<file path="config.mk">
export PLATFORM = sky130hd
export DESIGN_NAME = vnorm_fifo
export DESIGN_NICKNAME = d
export VERILOG_FILES = /design/src/rtl/vnorm_pkg.sv /design/src/rtl/vnorm_fifo.sv
export SDC_FILE = /design/constraint.sdc
export NUM_CORES = 1
export LEC_CHECK = 0
export BUFFER_PORTS_ARGS = -buffer_cell sky130_fd_sc_hd__buf_2
export CORE_MARGIN = 4
export CORE_UTILIZATION = 51
export CTS_BUF_LIST = sky130_fd_sc_hd__clkbuf_16
export CTS_CLUSTER_SIZE = 14
export DETAILED_ROUTE_END_ITERATION = 7
export PLACE_DENSITY_LB_ADDON = 0.3
export SYNTH_ARGS = -nofsm -noshare
export SYNTH_HDL_FRONTEND = slang
export SYNTH_SLANG_ARGS = --single-unit
</file>
<file path="constraint.sdc">
create_clock -name clk -period 4.5 [get_ports clk]
set_input_delay 0.9 -clock clk [delete_from_list [all_inputs] [get_ports clk]]
set_output_delay 0.9 -clock clk [all_outputs]
set_load 0.05 [all_outputs]
</file>
<file path="src/rtl/vnorm_pkg.sv">
// vnorm_pkg: widths, stage counts and queue word types for the vector normalizer.
// Used by every module under rtl; depends on nothing.
package vnorm_pkg;

    localparam int CompW       = 32;
    localparam int UnitFrac    = 30;
    localparam int SqW         = 2 * CompW;
    localparam int SqrtStages  = CompW;
    localparam int DivStages   = UnitFrac + 1;
    localparam int DivW        = CompW + UnitFrac;
    localparam int QueueW      = 4 * CompW + 3;
    localparam int QueueDepth  = 4;
    localparam int QueuePtrW   = $clog2(QueueDepth);

    typedef logic [QueueW-1:0] queue_word_t;

    // Word between the magnitude front and the divide back.
    typedef struct packed {
        logic [2:0][CompW-1:0] mag;
        logic [2:0]            neg;
        logic [CompW-1:0]      len;
    } mid_word_t;

    // Finished result word.
    typedef struct packed {
        logic [2:0][CompW-1:0] unit;
        logic [CompW-1:0]      len;
        logic                  zero;
        logic [1:0]            pad;
    } out_word_t;

endpackage

</file>
<file path="src/rtl/vnorm_fifo.sv">
// vnorm_fifo: small register queue with push/full and pop/empty sides.
// Depends on vnorm_pkg for the word type and depth.
module vnorm_fifo (
    input  logic                  clk,
    input  logic                  rst_n,
    input  logic                  push,
    input  vnorm_pkg::queue_word_t wdata,
    output logic                  full,
    input  logic                  pop,
    output vnorm_pkg::queue_word_t rdata,
    output logic                  empty
);
    import vnorm_pkg::*;

    queue_word_t              mem_reg [QueueDepth];
    logic [QueuePtrW-1:0]     wr_ptr_reg, rd_ptr_reg;
    logic [QueuePtrW:0]       count_reg, count_next;
    logic                     do_push, do_pop;

    assign full    = (count_reg == (QueuePtrW+1)'(QueueDepth));
    assign empty   = (count_reg == '0);
    assign do_push = push && !full;
    assign do_pop  = pop && !empty;
    assign rdata   = mem_reg[rd_ptr_reg];

    always_comb
    begin
        count_next = count_reg;
        if (do_push && !do_pop)
        begin
            count_next = count_reg + 1'b1;
        end
        else if (do_pop && !do_push)
        begin
            count_next = count_reg - 1'b1;
        end
    end

    always_ff @(posedge clk or negedge rst_n)
    begin
        if (!rst_n)
        begin
            wr_ptr_reg <= '0;
            rd_ptr_reg <= '0;
            count_reg  <= '0;
        end
        else
        begin
            if (do_push)
            begin
                wr_ptr_reg <= wr_ptr_reg + 1'b1;
            end
            if (do_pop)
            begin
                rd_ptr_reg <= rd_ptr_reg + 1'b1;
            end
            count_reg <= count_next;
        end
    end

    always_ff @(posedge clk)
    begin
        if (do_push)
        begin
            mem_reg[wr_ptr_reg] <= wdata;
        end
    end

    a_count_bound: assert property (@(posedge clk) disable iff (!rst_n)
        count_reg <= (QueuePtrW+1)'(QueueDepth))
        else $error("queue count above depth");
    a_push_grows: assert property (@(posedge clk) disable iff (!rst_n)
        (do_push && !do_pop) |=> (count_reg == $past(count_reg) + 1'b1))
        else $error("push did not grow queue");
    a_pop_shrinks: assert property (@(posedge clk) disable iff (!rst_n)
        (do_pop && !do_push) |=> (count_reg == $past(count_reg) - 1'b1))
        else $error("pop did not shrink queue");
    a_ptr_gap: assert property (@(posedge clk) disable iff (!rst_n)
        (!full) |-> (QueuePtrW'(wr_ptr_reg - rd_ptr_reg) == QueuePtrW'(count_reg)))
        else $error("pointers disagree with count");

endmodule

</file>
Yosys cells after proc, flatten, opt, wreduce, memory -nomap -nowiden
Memory sizes are Yosys's and may differ from the RTL's.
Index checks and enable logic that the tools add are counted.
- reduce and logical (&&, ||, !) cells: 10
- equal/unequal tests: 1
- add/subtract/negate cells: 4
- muxes and demuxes: 4
- operators by type and width (cell ; count):
    $mux 3 ; 2
    $add 2x1->2 const B ; 2
    $logic_and 1x1->1 ; 4
    $logic_not 1->1 ; 4
    $add 3x1->3 const B ; 1
    $eq 3x3->1 const B ; 1
    $logic_not 3->1 ; 1
    $sub 3x1->3 const B ; 1
    $mux 1 ; 2
    $reduce_bool 2->1 ; 1
- output and inout port bits: 133
- RAM bits: 524
- word-level logic and storage cells: 23
- memories kept: 1
- flip-flop bits (word level): 7
- input bits: 135
- memory list (memory ; depth ; width ; rd ports ; clocked after memory_dff ; wr ports ; line ; source):
    mem_reg ; 4 ; 131 ; 1 ; 0 ; 1 ; vnorm_fifo.sv:15 ; queue_word_t mem_reg [QueueDepth];

Logic depth before layout (Yosys ltp)
- depth in word-level cells: 7
- depth in mapped cells: 9
- mapped depth without buffers: 8

Least setup slack after synthesis
Ideal clock, no wire load.
- kind: in2reg
- start: input push
- end: memory mem_reg[0][0] in the netlist's numbering (enable)
- required time: 3.994 ns
- library setup time: 0.506 ns
- cell stages on the path: 3
- arrival: 4.195 ns
- buffers on the path: 1
- path slack: -0.200 ns
- cell sequence: nor2b_1 buf_2 and2_1
- longest elaborated chain between the ends: 3
- RTL lines (element ; line ; source):
    start, declared ; vnorm_fifo.sv:6 ; input logic push,
    $logic_and 1x1->1 ; vnorm_fifo.sv:22 ; assign do_push = push && !full;
    named net do_push ; vnorm_fifo.sv:18 ; logic do_push, do_pop;
    $mux 1 ; vnorm_fifo.sv:63 ; if (do_push)
    $mux 1 (not written as such) ; vnorm_fifo.sv:65 ; mem_reg[wr_ptr_reg] <= wdata;
    end, declared ; vnorm_fifo.sv:15 ;
The timed path passes the listed nets, and every way through them passes these cells.

Worst setup path in the final report
- start: register rd_ptr_reg[0]
- end: output rdata[11]
- longest elaborated chain between the ends: 1
- RTL lines (element ; line ; source):
    start, declared ; vnorm_fifo.sv:16 ; logic [QueuePtrW-1:0] wr_ptr_reg, rd_ptr_reg;
    start signal, assigned ; vnorm_fifo.sv:55 ; rd_ptr_reg <= rd_ptr_reg + 1'b1;
    $mem_v2 4x131 ; - ;
    end, declared ; vnorm_fifo.sv:10 ; output vnorm_pkg::queue_word_t rdata,
Every way passes these cells.

==> summary.txt <==
Worst slew pin tran = 0.912 ns
Synthesized-area fraction occupied by adder cells = 0.00428
Pin count of the biggest net entering global routing = 133
P per Cell Area = 773 mW/mm^2
Yosys reg bits = 531
Final non-filler cell total = 1576
Final Hold Fails = 0
Largest register FFs = 524
Max_cap viols = 0
Syn Nets = 862
Initial DRC count = 594
Hold_buf cts = 0
Post-synth EDFFs = 524
Yosys warns = 0
Yosys top cell area share = 0.815
Simple-Gate Fraction of Synth Area = 0.00298
P&R area growth vs syn = 18.9%
Total grt overflow = 0
Cell Area, Synth = 0.0193 sq mm
PostCTS Resize Cnt = 0
HPWL Detailed = 21.5 mm
I/O Buffers = 267
Leak = 7.84 nW
Final wirelength = 36.4 mm
Synth async-reset ratio = 0.0132
Final ANT Viol Nets = 0
Tmin final = 3.62 ns
Vias per cell = 5.51
Average routed wire per standard cell = 23.1 um
RePlAce Congestion = 0.728
Nets = 1169
Vias in the first global route = 9051
Hold WC Path Type = input pin to asynchronous set/reset pin
IO Pins = 268
Die height = 203 um
Mapped Cells = 721
# rows = 70
Seq/Total Area, Yosys = 0.824
Setup_tns = 0 ns
Postcts setup bufs = 0
Clock tree sinks = 531
Clk buf depth = 3
Max frequency = 276 MHz
Max-Slew Margin vs Limit = 0.392
Clock transition at path regs = 0.06 ns
Via count = 8678
Chip width = 203 um
GRT Resource Usage Total = 0.179
Top-count cell post-synth = edfxtp_1
CTS tree = yes
Post-synthesis mux area share = 0.154
Htree depth = 2
First-pass GRT wire length = 56.1 mm
Req. time, crit path = 3.60 ns
CTS Buf Count = 52
Placed cell count = 1478
Synth Area in Compound Gates = 0
DRC Markers = 0
Distinct cell type count after synthesis = 20
Power Total = 17.7 mW
Fin crit share = 0.805
Setup crit end kind = primary output
Top FF cell, synth = edfxtp_1
Layout cells sized above 1 = 0.460
Synth Area in XOR/XNOR = 0.00272
Setup-failing EPs final = 0
CP Class = register to primary output
Total Die Area = 0.0410 sq mm
Commonest cells post-synth = edfxtp_1 (524), mux4_2 (131), buf_2 (17)
Synth area leaders = edfxtp_1 (82%), mux4_2 (15%), dfrtp_1 (0.91%), buf_6 (0.53%), buf_2 (0.44%)
Core Area = 0.0370 sq mm
RSZ-0062 raised after global routing = false
Yosys top cell by area = edfxtp_1
Largest family of logic cells by synthesized area = multiplexers
Crit-path max FO = 39
Run status = complete, no violations
Crit path DAT = 2.72 ns
Drt first pass iters = 4
VDD IR max = 0.631 mV
Critical Path Start Type = register
FF-to-FF path depth = 4
Initial Utilization = 0.522
Worst-skew pair later-pin latency = 0.57 ns
Final Slew Violations = 0
Mean Syn Cell Area = 26.8 sq um
Root Buffer = clkbuf_16
Worst Skew = 0.00880 ns
Initial antenna violation count = 15
==> critical path, cell delays in order (launching register included) <==
cell and delay, ns:
dfrtp_4 0.98, buf_4 0.37, mux4_2 0.55, buf_2 0.23
==> through the flow <==
step | area (sq um) | hold WS, ns | setup slack, ns | utilization
after floorplan | 19300 | 0.447 | 1.15 | -
after detailed placement | 21300 | 0.475 | 1.39 | 0.577
after global placement | 21300 | 0.462 | 1.39 | 0.577
after CTS | 22900 | 0.126 | 0.746 | 0.620
after global routing | 22900 | 0.138 | 0.669 | 0.621
final | 22900 | 0.160 | 0.876 | 0.621
==> cells by family (layout without fill, tap and decap cells) <==
logic type / after synthesis / in the layout
buf+inv: 35 / 381
simple gates: 10 / 10
xor+xnor: 6 / 6
flops: 531 / 531
fa+ha+maj: 6 / 6
other cells: 0 / 5
mux: 133 / 133
==> layout by cell type (no fill, tap or decap), types with 7 or more instances in the layout <==
| cell type | netlist | layout |
|---|---|---|
| buf_12 | 0 | 10 |
| buf_2 | 17 | 267 |
| buf_4 | 1 | 7 |
| clkbuf_16 | 0 | 53 |
| clkinv_1 | 0 | 15 |
| clkinv_2 | 0 | 10 |
| edfxtp_1 | 524 | 524 |
| inv_1 | 4 | 14 |
| mux4_2 | 131 | 131 |
==> worst paths after layout <==
path,to,start,slack (ns)
setup / recovery,rdata[11],rd_ptr_reg[0]$_DFFE_PN0P_,0.88
hold / removal,count_reg[1]$_DFFE_PN0P_,rst_n,0.16
setup reg to reg,mem_reg[3][68]$_DFFE_PP_,count_reg[2]$_DFFE_PN0P_,1.98
hold reg to reg,count_reg[2]$_DFFE_PN0P_,count_reg[2]$_DFFE_PN0P_,0.49
max in group asynchronous,rd_ptr_reg[1]$_DFFE_PN0P_,rst_n,4.15
min in group clk,count_reg[2]$_DFFE_PN0P_,count_reg[2]$_DFFE_PN0P_,0.49
==> power by group <==
group	internal, mW	switching, mW
Combinational	2.04	4.79
Sequential	6.54	0.308
Clock	2.35	1.70
Total	10.9	6.80
==> routing by layer <==
metal / up-vias / GRT usage / part of all wire / wire length, um
li1: 3744 / - / - / -
met1: 4551 / 0.257 / 0.42 / 15200
met2: 283 / 0.265 / 0.47 / 17100
met3: 78 / 0.0583 / 0.082 / 3000
met4: 22 / 0.0638 / 0.025 / 895
met5: - / 0 / 0.0046 / 168
==> final cells by class <==
cell class              count  area (sq um)
well taps                 504           631
clock buffers              53          1330
inverters                   4          15.0
fillers                  2586         14000
diodes                      5          12.5
repair buffers            284          1590
clock inverters            40           273
flip-flops and latches    531         15900
multi-input cells         155          3180
Power figures use the tool's default switching activity.
